[src/design/abmw_pkg.sv]
`timescale 1ns / 1ps

package abmw_pkg;

    // Fixed field widths
    localparam int COEF_W    = 32;
    localparam int POS_W     = 12;
    localparam int VAL_W     = 8;
    localparam int DIM_W     = 9;
    localparam int CFG_IDX_W = 3;

    // Mapped point carries 17 fraction bits (centre in half-pixel units)
    localparam int PT_FRAC = 17;
    // Product of a coefficient and a 13-bit centre, and the accumulated point
    localparam int PROD_W  = 46;
    localparam int ACC_W   = 47;

    localparam logic FUNC_LOAD   = 1'b0;
    localparam logic FUNC_SAMPLE = 1'b1;

    typedef enum logic [CFG_IDX_W-1:0] {
        CFG_COEF_XX     = 3'd0,
        CFG_COEF_XY     = 3'd1,
        CFG_COEF_YX     = 3'd2,
        CFG_COEF_YY     = 3'd3,
        CFG_SHIFT_X     = 3'd4,
        CFG_SHIFT_Y     = 3'd5,
        CFG_MASK_WIDTH  = 3'd6,
        CFG_MASK_HEIGHT = 3'd7
    } t_cfg_idx;

    typedef struct packed {
        logic             func;
        logic [POS_W-1:0] x;
        logic [POS_W-1:0] y;
        logic [VAL_W-1:0] val;
    } t_req;

    typedef struct packed {
        logic [COEF_W-1:0] xx;
        logic [COEF_W-1:0] xy;
        logic [COEF_W-1:0] yx;
        logic [COEF_W-1:0] yy;
        logic [COEF_W-1:0] sx;
        logic [COEF_W-1:0] sy;
    } t_xform;

endpackage

[src/design/abmw_map.sv]
`timescale 1ns / 1ps

module abmw_map import abmw_pkg::*; (
    input  logic                    i_clk,
    input  logic                    i_rst_n,
    input  logic                    i_valid,
    input  t_req                    i_req,
    input  t_xform                  i_xform,
    input  logic                    i_down_en,
    output logic                    o_up_en,
    output logic                    o_valid,
    output t_req                    o_req,
    output logic signed [ACC_W-1:0] o_ax,
    output logic signed [ACC_W-1:0] o_ay
);

    localparam logic signed [ACC_W-1:0] HALF = ACC_W'(1) <<< (PT_FRAC - 1);

    logic r_v1, r_v2, r_v3;
    t_req r_req1, r_req2, r_req3;
    logic signed [PROD_W-1:0] r_pxx, r_pxy, r_pyx, r_pyy;
    logic signed [ACC_W-1:0]  r_ax, r_ay;
    logic en1, en2, en3;
    logic [POS_W:0] cx, cy;

    // Advance a stage when it is empty or the next one moves
    assign en3 = !r_v3 || i_down_en;
    assign en2 = !r_v2 || en3;
    assign en1 = !r_v1 || en2;
    assign o_up_en = en1;

    // Pixel centre in half-pixel units
    assign cx = {r_req1.x, 1'b1};
    assign cy = {r_req1.y, 1'b1};

    always_ff @(posedge i_clk) begin
        if (!i_rst_n) begin
            r_v1 <= 1'b0;
            r_v2 <= 1'b0;
            r_v3 <= 1'b0;
        end else begin
            if (en1) r_v1 <= i_valid;
            if (en2) r_v2 <= r_v1;
            if (en3) r_v3 <= r_v2;
        end
    end

    // Register request, then products, then sums
    always_ff @(posedge i_clk) begin
        if (en1) r_req1 <= i_req;
        if (en2) begin
            r_req2 <= r_req1;
            r_pxx  <= $signed(i_xform.xx) * $signed({1'b0, cx});
            r_pxy  <= $signed(i_xform.xy) * $signed({1'b0, cy});
            r_pyx  <= $signed(i_xform.yx) * $signed({1'b0, cx});
            r_pyy  <= $signed(i_xform.yy) * $signed({1'b0, cy});
        end
        if (en3) begin
            r_req3 <= r_req2;
            r_ax   <= ACC_W'(r_pxx) + ACC_W'(r_pxy)
                      + ACC_W'($signed({i_xform.sx, 1'b0})) - HALF;
            r_ay   <= ACC_W'(r_pyx) + ACC_W'(r_pyy)
                      + ACC_W'($signed({i_xform.sy, 1'b0})) - HALF;
        end
    end

    assign o_valid = r_v3;
    assign o_req   = r_req3;
    assign o_ax    = r_ax;
    assign o_ay    = r_ay;

endmodule

[config.mk]
export PLATFORM = sky130hd
export DESIGN_NAME = abmw_map
export DESIGN_NICKNAME = d
export VERILOG_FILES = /design/src/design/abmw_pkg.sv /design/src/design/abmw_map.sv
export SDC_FILE = /design/constraint.sdc
export NUM_CORES = 2
export LEC_CHECK = 0
export ABC_AREA = 1
export CAP_MARGIN = 0
export CORE_MARGIN = 1
export CORE_UTILIZATION = 45
export DETAILED_ROUTE_END_ITERATION = 10
export DONT_BUFFER_PORTS = 1
export SLEW_MARGIN = 15
export SYNTH_ARGS = -nofsm -noshare
export SYNTH_HDL_FRONTEND = slang
export SYNTH_SLANG_ARGS = --single-unit
[constraint.sdc]
create_clock -name i_clk -period 12.3 [get_ports i_clk]
set_input_delay 3.69 -clock i_clk [delete_from_list [all_inputs] [get_ports i_clk]]
set_output_delay 3.69 -clock i_clk [all_outputs]
set_load 0.02 [all_outputs]
# [Yosys cells after proc, flatten, opt, wreduce, memory -nomap -nowiden]
# Index checks and enable logic that the tools add are counted.
[totals] output_inout_bits=129 input_bits=229 word_cells=37 ff_bits=380
[classes] multipliers=4 addsub=6 n_reduce_logical=6
[op_table] operator="multiplier 32 x 14 -> 46 bit" count=4
[op_table] operator="adder 46 x 46 -> 47 bit" count=2
[op_table] operator="adder 47 x 33 -> 47 bit" count=2
[op_table] operator="subtractor 47 x 18 -> 47 bit (second input constant)" count=2
[op_table] operator="logical NOT 1 bit" count=3
[op_table] operator="logical OR 1 bit" count=3

# [Logic depth before layout (Yosys ltp)]
[depth] word_depth=4 depth_mapped=29 depth_no_buf=27

# [Least setup slack after synthesis]
# No wires, ideal clock.
[synth_path] path_type="input to register" start="input i_down_en" end="register r_pxx[0], enable pin" path_buffers=0 setup_slack_ns=0.733 arrival_time_ns=11.000 path_stages=4 setup_time_ns=0.568 required_time_ns=11.732 cell_sequence="inv_1 nand2_1 nor2_1 inv_1"
[synth_between] elab_chain_len=2
[synth_lines] item="from (decl)" line="abmw_map.sv:9" rtl="input logic i_down_en,"
[synth_lines] item="logical OR 1 bit" line="abmw_map.sv:27" rtl="assign en3 = !r_v3 || i_down_en;"
[synth_lines] item="via en3" line="abmw_map.sv:23" rtl="logic en1, en2, en3;"
[synth_lines] item="logical OR 1 bit" line="abmw_map.sv:28" rtl="assign en2 = !r_v2 || en3;"
[synth_lines] item="via en2" line="abmw_map.sv:23"
[synth_lines] item="to (signal assigned)" line="abmw_map.sv:53" rtl="r_pxx <= $signed(i_xform.xx) * $signed({1'b0, cx});"
[synth_lines] item="to (decl)" line="abmw_map.sv:21" rtl="logic signed [PROD_W-1:0] r_pxx, r_pxy, r_pyx, r_pyy;"
# The timed path passes the listed nets, and every way through them passes these cells.
# A chain may end at the register's enable or synchronous reset.

# [Worst setup path in the final report]
[layout_path] start="input i_down_en" end="output o_up_en"
[layout_between] elab_chain_len=3
[layout_lines] item="logical OR 1 bit" line="abmw_map.sv:27"
[layout_lines] item="via en3" line="abmw_map.sv:23"
[layout_lines] item="logical OR 1 bit" line="abmw_map.sv:28"
[layout_lines] item="logical OR 1 bit" line="abmw_map.sv:29" rtl="assign en1 = !r_v1 || en2;"
[layout_lines] item="to (decl)" line="abmw_map.sv:10" rtl="output logic o_up_en,"
# The timed path passes the listed nets, and every way through them passes these cells.

==> qor.txt <==
RUN STATUS
---------------------------------------------------------------------------
Result of the run                                              finished, final reports clean

GLOBAL ROUTE
---------------------------------------------------------------------------
Number of global-route vias before repair                            71,300
Global-route wire length before repair                               419 mm
Leftover overflow at the end of global routing                            0
Initial antenna violation count                                          11
GRT busiest layer                                                      met2
Global-route met3 utilization                                         3.18%
GRT Util Overall                                                      27.8%
Met2 Usage GRT                                                        46.2%
Global routing met1 resource utilization                              37.7%
Maximum number of pins on one net before global-route repair            155

HOLD PATH
---------------------------------------------------------------------------
Hold path cells                                                           0
Worst min path class                                                reg2reg

CLOCK NETWORK
---------------------------------------------------------------------------
Clock tree from TritonCTS                                              done
CTS sink cnt                                                            380
Number of setup buffers added after CTS                                   0
CTS H-tree lvls                                                           2
Post-CTS resize count                                                     0
CTS max path bufs                                                         3
Insertion delay to the later sink of the worst-skew pair             660 ps
# hold bufs at CTS                                                        0
Inserted Clock Buffers                                                   44
Cell chosen for the clock root                                    clkbuf_16
Clock transition at the registers of the reported paths               50 ps

PLACEMENT
---------------------------------------------------------------------------
Input/output buffers                                                      0
Post-detailed-placement half-perimeter wirelength                    229 mm
Placed cell areas                                                90,600 µm²
Place WS                                                            3030 ps
Routability cong.                                                     0.999

STA
---------------------------------------------------------------------------
Count of pins over their slew limit                                       0
Smallest setup slack after layout                                   3140 ps
Actual transition at the worst max-transition pin                   1030 ps
Final setup vio count                                                     0
Peak Freq                                                           109 MHz
Period utilization                                                    74.5%
Headroom to the max-slew limit                                        31.5%
Clock tree skew after final layout                                  60.8 ps
Final critical delay including setup and external delays            9160 ps
Total Negative Setup Slacks                                            0 ps
Hold Fails Final Rpt                                                      0
RSZ-0062 raised after global routing                                     no

ROUTING
---------------------------------------------------------------------------
Drt wl/cell                                                         19.1 µm
Post-route ant nets                                                       0
DRC violations left                                                       0
Routed via count divided by cell count                                 4.93
DRC violation total after the first TritonRoute iteration             5,663
First drt pass iteration count                                            8
Count of vias placed by the detailed router                          70,000
Routed Wire Length                                                   272 mm

FLOORPLAN
---------------------------------------------------------------------------
Initial cell density of the core                                      45.2%
Number of core rows                                                     162
Placeable Area                                                  195,000 µm²
Die height                                                           444 µm
Number of top-level pins                                                358
Die ar.                                                         198,000 µm²
Die span in x                                                        444 µm

SYNTHESIS
---------------------------------------------------------------------------
Synth top area share                                                  36.4%
Primary flip-flop cell chosen by synthesis mapping                 edfxtp_1
Cell types occupying the most area after synthesis             fa_1, inv_1, nand2_1
Part of the Yosys area used for sequential elements                   12.9%
Net count after synthesis                                            14,200
Mapped Area                                                      88,100 µm²
Post-synthesis async set-or-reset flop share                             0%
Top cell type by total area after synthesis                            fa_1
Seq cells post-synth                                                    380
Unique masters post-synth                                                35
Mapped Avg Cell Area                                               7.51 µm²
Number of flops mapped to enable cells by yosys                         377
Total of warnings raised by yosys                                         0
Synthesized netlist cell count                                       11,700

SETUP PATH
---------------------------------------------------------------------------
Type of element launching the critical path                    primary input
Required time of the critical path                                  8610 ps
Peak fanout along the critical path                                      67
Worst Reg2Reg Path Length in Cells                                       20
Setup CP Type                                                        in2out
Endpoint arrival time on the critical path                          5470 ps
Element type at the critical path end                            output pin

LAYOUT
---------------------------------------------------------------------------
Layout net count                                                     14,000
Post-synthesis to final-layout area growth                            4.58%
Design area                                                      92,100 µm²
Area occupied by multi-input gates                               61,500 µm²
Footprint of the flip-flops and latches                          11,400 µm²
Fillcell total                                                       19,600
Share of layout cells above drive strength 1                          3.03%

RUN
---------------------------------------------------------------------------
Max Cap Viol                                                              0

worst max-delay path: stages:
cell     delay [ps]
inv_1            40
nand2_4         640
nor2_1          300
nand2_2         120
buf_4           660
metrics by stage:
stage,util (%),std cells,hold WS [ps]
3_3_place_gp,46.5,14100,401
4_1_cts,47.3,14200,415
2_1_floorplan,-,11700,400
5_1_grt,47.3,14200,422
3_5_place_dp,46.5,14100,405
6_report,47.3,14200,418
synth_stat cells, types with 17 or more instances:
library cell	instances
fa_1	1604
inv_2	17
clkbuf_1	199
nand3_1	334
buf_1	97
nand3_2	22
nand2_1	3651
nand2_2	64
inv_1	3735
nor3_2	23
nor2_2	85
a21oi_1	163
nand4_1	80
ha_1	604
edfxtp_1	377
xor2_1	146
nor2_1	393
o21bai_1	28
a21o_1	17
logic make-up (layout without fill, tap and decap cells):
family                     after synthesis  in the layout  synth area share [%]
buffers and inverters                 4051           3876                  17.3
other                                    0              5                     0
and+or+nand+nor                       4704           4704                  21.7
AOI/OAI and AO/OA                      231            231                  1.49
adders and majority gates             2208           2208                  45.0
DFF                                    380            380                  12.9
xor gates and xnor gates               161            161                  1.60
registers in the layout (all words and copies together), names as in the netlist:
name	cells
r_pxy	46
r_pxx	46
o_req	33
cx	12
r_v1	1
o_ax	47
r_v2	1
r_req1	9
r_pyy	46
r_req2	33
cy	12
r_pyx	46
o_valid	1
o_ay	47
layout by cell type, fill, tap and decap left out, types with 3 or more instances in the layout:
cell        synthesis  routed
a21o_1             17      17
a21oi_1           163     163
a21oi_2             9       9
and2_1              5       5
and3_1              3       3
buf_4               0      39
bufinv_16           0       5
clkbuf_1          199       7
clkbuf_16           0      45
clkinv_1            2       5
clkinv_2            0       5
clkinvlp_4          0       6
dfxtp_1             3       3
diode_2             0       5
edfxtp_1          377     377
fa_1             1604    1604
ha_1              604     604
inv_1            3735    3734
inv_2              17      17
inv_6               0       4
inv_8               0       4
nand2_1          3651    3649
nand2_2            64      65
nand3_1           334     334
nand3_2            22      22
nand3b_1           13      13
nand4_1            80      80
nor2_1            393     393
nor2_2             85      85
nor2_4             11      11
nor3_1             15      15
nor3_2             23      23
o21a_1              4       4
o21ai_0            10      10
o21bai_1           28      28
xnor2_1            15      15
xor2_1            146     146
layout make-up:
| type | instances | area share, % |
|---|---|---|
| antenna | 5 | 0.0136 |
| tap | 2624 | 3.56 |
| timing repair buffer | 40 | 0.339 |
| clock buffer | 52 | 1.25 |
| sequential | 380 | 12.4 |
| inverter | 3754 | 15.3 |
| clock inverter | 30 | 0.403 |
| multi-input combinational | 7304 | 66.8 |
worst paths after layout:
path | slack, ps | from | to
hold reg to reg | 420 | r_req2[12] | o_req[12]
setup / recovery | 3140 | i_down_en | o_up_en
setup reg to reg | 4940 | cx[5] | r_pxx[29]
hold / removal | 420 | r_req2[12] | o_req[12]
layer usage:
layer	vias to the layer above	part of all wire [%]
met2	2451	47
li1	32700	-
met1	34500	43
met4	6	3.6
met5	-	0.013
met3	388	6.8
Power is left out: the tool's default activity adds up to more than one toggle a clock period on the data nets, which glitch-free logic cannot reach.
