File: src/design/abmw_pkg.sv
`timescale 1ns / 1ps

package abmw_pkg;

    // Fixed field widths
    localparam int COEF_W    = 32;
    localparam int POS_W     = 12;
    localparam int VAL_W     = 8;
    localparam int DIM_W     = 9;
    localparam int CFG_IDX_W = 3;

    // Mapped point carries 17 fraction bits (centre in half-pixel units)
    localparam int PT_FRAC = 17;
    // Product of a coefficient and a 13-bit centre, and the accumulated point
    localparam int PROD_W  = 46;
    localparam int ACC_W   = 47;

    localparam logic FUNC_LOAD   = 1'b0;
    localparam logic FUNC_SAMPLE = 1'b1;

    typedef enum logic [CFG_IDX_W-1:0] {
        CFG_COEF_XX     = 3'd0,
        CFG_COEF_XY     = 3'd1,
        CFG_COEF_YX     = 3'd2,
        CFG_COEF_YY     = 3'd3,
        CFG_SHIFT_X     = 3'd4,
        CFG_SHIFT_Y     = 3'd5,
        CFG_MASK_WIDTH  = 3'd6,
        CFG_MASK_HEIGHT = 3'd7
    } t_cfg_idx;

    typedef struct packed {
        logic             func;
        logic [POS_W-1:0] x;
        logic [POS_W-1:0] y;
        logic [VAL_W-1:0] val;
    } t_req;

    typedef struct packed {
        logic [COEF_W-1:0] xx;
        logic [COEF_W-1:0] xy;
        logic [COEF_W-1:0] yx;
        logic [COEF_W-1:0] yy;
        logic [COEF_W-1:0] sx;
        logic [COEF_W-1:0] sy;
    } t_xform;

endpackage

File: src/design/abmw_blend.sv
`timescale 1ns / 1ps

module abmw_blend import abmw_pkg::*; #(
    parameter int FRAC_BITS = 16
) (
    input  logic                 i_clk,
    input  logic                 i_rst_n,
    input  logic                 i_valid,
    input  logic [VAL_W-1:0]     i_cell [4],
    input  logic [FRAC_BITS-1:0] i_fx,
    input  logic [FRAC_BITS-1:0] i_fy,
    input  logic [POS_W-1:0]     i_dx,
    input  logic [POS_W-1:0]     i_dy,
    input  logic                 i_stall,
    output logic                 o_up_en,
    output logic                 o_valid,
    output logic [VAL_W-1:0]     o_coverage,
    output logic [POS_W-1:0]     o_dx,
    output logic [POS_W-1:0]     o_dy
);

    localparam int WTW = FRAC_BITS + 1;
    localparam int PW  = VAL_W + WTW;
    localparam int TW  = PW + 1;
    localparam int BW  = TW + WTW;
    localparam int QW  = BW + 1 - 2 * FRAC_BITS;
    localparam logic [WTW-1:0] ONE = WTW'(1) << FRAC_BITS;
    localparam logic [BW:0]    RND = (BW+1)'(1) << (2 * FRAC_BITS - 1);

    logic r_v6, r_v7, r_v8, r_v9;
    logic en6, en7, en8, en9;
    logic [PW-1:0] r_p [4];
    logic [FRAC_BITS-1:0] r_fy6, r_fy7;
    logic [TW-1:0] r_top, r_bot;
    logic [BW-1:0] r_bt, r_bb;
    logic [POS_W-1:0] r_dx6, r_dy6, r_dx7, r_dy7, r_dx8, r_dy8, r_dx9, r_dy9;
    logic [VAL_W-1:0] r_cov;
    logic [WTW-1:0] wx [2];
    logic [BW:0] sum;
    logic [QW-1:0] q;

    assign en9 = !r_v9 || !i_stall;
    assign en8 = !r_v8 || en9;
    assign en7 = !r_v7 || en8;
    assign en6 = !r_v6 || en7;
    assign o_up_en = en6;

    assign wx[0] = ONE - WTW'(i_fx);
    assign wx[1] = WTW'(i_fx);

    // Round half up and saturate
    assign sum = (BW+1)'(r_bt) + (BW+1)'(r_bb) + RND;
    assign q   = sum[BW:2*FRAC_BITS];

    always_ff @(posedge i_clk) begin
        if (!i_rst_n) begin
            r_v6 <= 1'b0;
            r_v7 <= 1'b0;
            r_v8 <= 1'b0;
            r_v9 <= 1'b0;
        end else begin
            if (en6) r_v6 <= i_valid;
            if (en7) r_v7 <= r_v6;
            if (en8) r_v8 <= r_v7;
            if (en9) r_v9 <= r_v8;
        end
    end

    always_ff @(posedge i_clk) begin
        // Weight each neighbor along x
        if (en6) begin
            for (int n = 0; n < 4; n++)
                r_p[n] <= PW'(i_cell[n]) * PW'(wx[n % 2]);
            r_fy6 <= i_fy;
            r_dx6 <= i_dx;
            r_dy6 <= i_dy;
        end
        // Sum rows
        if (en7) begin
            r_top <= TW'(r_p[0]) + TW'(r_p[1]);
            r_bot <= TW'(r_p[2]) + TW'(r_p[3]);
            r_fy7 <= r_fy6;
            r_dx7 <= r_dx6;
            r_dy7 <= r_dy6;
        end
        // Weight rows along y
        if (en8) begin
            r_bt  <= BW'(r_top) * BW'(ONE - WTW'(r_fy7));
            r_bb  <= BW'(r_bot) * BW'(r_fy7);
            r_dx8 <= r_dx7;
            r_dy8 <= r_dy7;
        end
        if (en9) begin
            r_cov <= (q > QW'(255)) ? 8'hFF : q[VAL_W-1:0];
            r_dx9 <= r_dx8;
            r_dy9 <= r_dy8;
        end
    end

    assign o_valid    = r_v9;
    assign o_coverage = r_cov;
    assign o_dx       = r_dx9;
    assign o_dy       = r_dy9;

endmodule

File: config.mk
export PLATFORM = sky130hd
export DESIGN_NAME = abmw_blend
export DESIGN_NICKNAME = d
export VERILOG_FILES = /design/src/design/abmw_pkg.sv /design/src/design/abmw_blend.sv
export SDC_FILE = /design/constraint.sdc
export NUM_CORES = 2
export LEC_CHECK = 0
export CORE_ASPECT_RATIO = 1.5
export CORE_MARGIN = 2
export CORE_UTILIZATION = 60
export DETAILED_ROUTE_END_ITERATION = 8
export DONT_BUFFER_PORTS = 1
export PLACE_DENSITY = 0.76
export SLEW_MARGIN = 15
export SYNTH_ARGS = -nofsm -noshare
export SYNTH_HDL_FRONTEND = slang
export SYNTH_SLANG_ARGS = --single-unit
File: constraint.sdc
create_clock -name i_clk -period 12.1 [get_ports i_clk]
set_clock_uncertainty 0.15 [all_clocks]
set_input_delay 0.605 -clock i_clk [delete_from_list [all_inputs] [get_ports i_clk]]
set_output_delay 0.605 -clock i_clk [all_outputs]
set_load 0.1 [all_outputs]
Yosys cells after proc, flatten, opt, wreduce, memory -nomap -nowiden
Memory sizes are Yosys's and may differ from the RTL's.
Cells that the tools add are included.

storage, ports and cells
  flip-flop bits (word level) = 277
  bits in writable memories = 100
  bits of input ports = 92
  output and inout port bits = 34
  word-level logic and storage cells = 44
  memories kept = 1

cells by class
  $add $sub $neg = 6
  multipliers = 6
  magnitude comparators = 1
  multiplexer cells = 2
  reductions and logical operators = 9

memories
  name  words  bits a word  rd ports  clocked after memory_dff  wr ports  RTL line          text
  r_p   4      25           4         0                         4         abmw_blend.sv:32  logic [PW-1:0] r_p [4];

operators by type and width
  operator                                                         number
  adder 25 x 25 -> 26 bit                                          2
  multiplier 8 x 17 -> 25 bit                                      2
  multiplier 8 x 16 -> 24 bit                                      2
  adder 43 x 42 -> 44 bit                                          1
  adder 44 x 32 -> 44 bit (second input constant)                  1
  multiplier 27 x 18 -> 43 bit                                     1
  multiplier 26 x 16 -> 42 bit                                     1
  subtractor 17 x 16 -> 18 bit (first input constant)              1
  subtractor 17 x 16 -> 17 bit (first input constant)              1
  greater-than comparator 12 x 8 -> 1 bit (second input constant)  1
  zero test 1 bit                                                  5
  logical OR 1 bit                                                 4
  two-way mux 1 bit                                                2

Depth between registers and ports, before layout
  depth after elaboration = 7
  gate-level depth with buffers = 31
  mapped depth without buffers = 28

Worst setup path before layout
OpenSTA, ideal clock, no wires.

  path kind = reg-to-reg
  from = reg r_fy7[0]
  to = reg r_bt[38] (data pin)
  library setup time = 264 ps
  arrival time = 7,078 ps
  slack = 4,608 ps
  cell stages (with the launch flop) = 30
  buffers on the path = 3
  period minus slack after synthesis = 7,492 ps
  cell sequence = edfxtp_1 clkbuf_1 clkbuf_1 inv_1 ha_1 nand3b_1 xor2_1 clkbuf_1 nand2_1 fa_1 inv_1 fa_1 inv_1 fa_1 inv_1 fa_1 fa_1 inv_1 fa_1 inv_1 ha_1 o21ai_0 a21boi_0 o22ai_1 o31a_2 o21ba_2 o221a_2 o21ai_1 o21ai_0 xnor2_1

between the ends
  cells in the longest elaborated chain, start to end = 2

ends and longest elaborated chain
  item                          RTL line          text
  from (decl)                   abmw_blend.sv:33  logic [FRAC_BITS-1:0] r_fy6, r_fy7;
  from (signal assigned)        abmw_blend.sv:82  r_fy7 <= r_fy6;
  subtractor 17 x 16 -> 18 bit  abmw_blend.sv:88  r_bt <= BW'(r_top) * BW'(ONE - WTW'(r_fy7));
  multiplier 27 x 18 -> 43 bit  abmw_blend.sv:88
  to (signal assigned)          abmw_blend.sv:88
  to (decl)                     abmw_blend.sv:35  logic [BW-1:0] r_bt, r_bb;

No other way between the ends.
A chain may end at the register's enable or synchronous reset.

Worst setup path after layout
  from = reg r_fy7[3]
  to = reg r_bt[40] (data pin)

Same word-level chain as after synthesis.

==> results.yml <==
setup_path:
  cp-startpoint: "r_fy7[3]"
  slowest_stage: "edfxtp_1"
  cp_data_required_time_ns: 12.30
  path_class: "flip-flop to flip-flop"
  cpMostUsedCell: "fa_1"
  rrSetupSlack_ns: 3.51
  crit_buf_inv: 5
  critical-path-top-delay-family: "adder cells"
  cp-start-kind: "flip-flop"
  crit_arrival_ns: 8.79
  cp-end-kind: "flip-flop"
  max_stage_delay_ns: 0.84
  critPathMaxFanout: 29
  r2r-start: "r_fy7[3]"
grt:
  gr-total-overflow: 0
  grt_pass1_vias: 45500
  grt_antenna_before_repair: 6
  grt_max_degree: 136
  grtUsageTotal_pct: 29.1
  grt_pass1_wl_mm: 231
floorplanning:
  initial_core_util_pct: 60.3
  placementRows: 141
  die_y_um: 388
  die_w_um: 260
  coreArea_um2: 98100
  fp.dieArea_um2: 101000
  io-pin-count: 126
logic_synthesis:
  synth_cell_types: 80
  ys_warn_count: 0
  synth-edff-count: 371
  synth_cells: 6027
  syn_nets: 7722
  yosysTopAreaCell: "fa_1"
  async_flop_share_pct: 0
  synthTopCellsByArea: "fa_1, edfxtp_1, ha_1, inv_1, and2_1"
  ys.flop_type: "edfxtp_1"
  yosysMostFrequentCell: "inv_1"
  yosysSeqAreaShare_pct: 19.0
  syn-cell-area_um2: 59100
  synth.avg_cell_area_um2: 9.81
  yosys.area.top_type_share_pct: 35.4
  synth_common_cells: "inv_1, fa_1, nand2_1"
  synth_seq_cells: 375
detailed_routing:
  drt_first_pass_iters: 6
  drcViolationCount: 0
  drtIter0Drc: 2295
  viasPerCell: 5.69
  routed_wl_mm: 141
  route.vias.total: 41200
  wl_per_cell_um: 19.5
  drtAntennaViolNets: 0
timing:
  finalCriticalPeriod_ns: 8.59
  tns_ns: 0
  worst_pin_slew_ns: 1.19
  hold_viol_final: 0
  rsz0062_at_grt: "no"
  max_freq_ghz: 0.116
  hold_ws_ns: 0.0577
  slew_headroom_pct: 20.7
  setup_viol: 0
  slew_viol_final: 0
  period_share_pct: 71.0
clock_tree:
  cts.sinks: 375
  cts_tree: "yes"
  clk_pin_slew_ns: 0.06
  htreeDepth: 2
  cts_root_buffer: "clkbuf_16"
  ctsHoldBuffers: 43
  cts_buffers: 42
  worstSkewPairLatency_ns: 0.61
  cts_resized: 0
  cts_setup_buffers: 0
  ctsLongestPathBuffers: 3
cells_and_area:
  multi_input_area_um2: 42900
  final_nets: 7615
  utilization_pct: 63.4
  area_growth_syn_to_layout_pct: 5.25
  regArea_um2: 11200
  drive_above_1_share_pct: 2.69
  fillers: 8005
hold_path:
  hold_path.class: "primary input to flip-flop"
  worstHoldStart: "i_cell[24]"
outcome:
  status: "finished clean"
placement:
  globalplace.congestion: 0.920
  dp_hpwl_mm: 112
  port_buffers: 0
job:
  cap_violations: 0
==> final cells by class <==
cell class	instances	area share [%]
multi-input cells	4258	69.0
flip-flops and latches	375	18.0
inverters	1160	7.00
well taps	1287	2.59
clock buffers	49	1.73
repair buffers	83	1.19
clock inverters	26	0.451
diodes	2	0.00805
==> logic make-up after synthesis <==
group	synth area share, %
AOI/OAI and AO/OA	6.32
adders and majority gates	47.2
buffers and inverters	8.85
muxes	0.0847
xor gates and xnor gates	3.19
and+or+nand+nor	15.4
DFF	19.0
==> state kept, by name (all words and copies together) (netlist names) <==
signal and cells:
o_dy 12, r_p 98, o_coverage 8, r_fy6 16, r_dy8 12, r_dx8 12
r_v6 1, r_dy6 12, r_dy7 12, r_bot 26, r_top 26, r_fy7 16
r_dx6 12, r_v7 1, r_bt 43, r_v8 1, o_dx 12, r_dx7 12
r_bb 42, o_valid 1
==> stage by stage <==
stage / instance area [um^2] / cells / worst slack, ns
finish: 62200 / 7240 / 3.51
global route: 62200 / 7239 / 2.90
CTS: 62200 / 7238 / 3.56
detailed placement: 60400 / 7120 / 3.57
global placement: 60400 / 7120 / 3.73
floorplan: 59100 / 6027 / 4.61
==> worst register-to-register path, delay by kind of cell, from the launching register on <==
| family | cells | cell delay, ns |
|---|---|---|
| AOI/OAI and AO/OA | 8 | 1.76 |
| and+or+nand+nor | 6 | 1.73 |
| xor gates and xnor gates | 2 | 0.17 |
| buffers and inverters | 5 | 0.44 |
| DFF | 1 | 0.84 |
| adders and majority gates | 7 | 3.25 |
==> per-layer routing <==
| layer | GRT usage [%] | vias up | wire, um |
|---|---|---|---|
| met5 | 0 | - | 23 |
| li1 | - | 18500 | - |
| met2 | 52.6 | 1384 | 73600 |
| met4 | 16.3 | 4 | 8950 |
| met3 | 3.59 | 452 | 7670 |
| met1 | 33.0 | 20900 | 50800 |
==> worst paths after layout <==
check                            endpoint  cells after the start
worst min-delay path            r_p[0][0]                      1
worst max register to register   r_bt[40]                     28
worst max-delay path             r_bt[40]                     28
worst min register to register   r_dy7[5]                      0
==> cell usage in the layout (no fill, tap or decap), types with 21 or more instances in the layout <==
cell type and n:
xor2_1 46, nor2_1 135, ha_1 559, inv_1 1159
and2_1 602, o21a_1 38, nand4_1 21, a21oi_1 154
a211oi_1 29, edfxtp_1 371, buf_4 39, o21bai_1 22
and3_1 22, fa_1 1044, nor3_1 58, o21ai_0 92
dlygate4sd3_1 43, nand2_1 885, xnor2_1 149, nand3_1 37
nand2b_1 29, nor2b_1 27, clkbuf_16 42, a21o_1 88
Power is left out: the tool's default activity adds up to more than one toggle a clock period on the data nets, which glitch-free logic cannot reach.
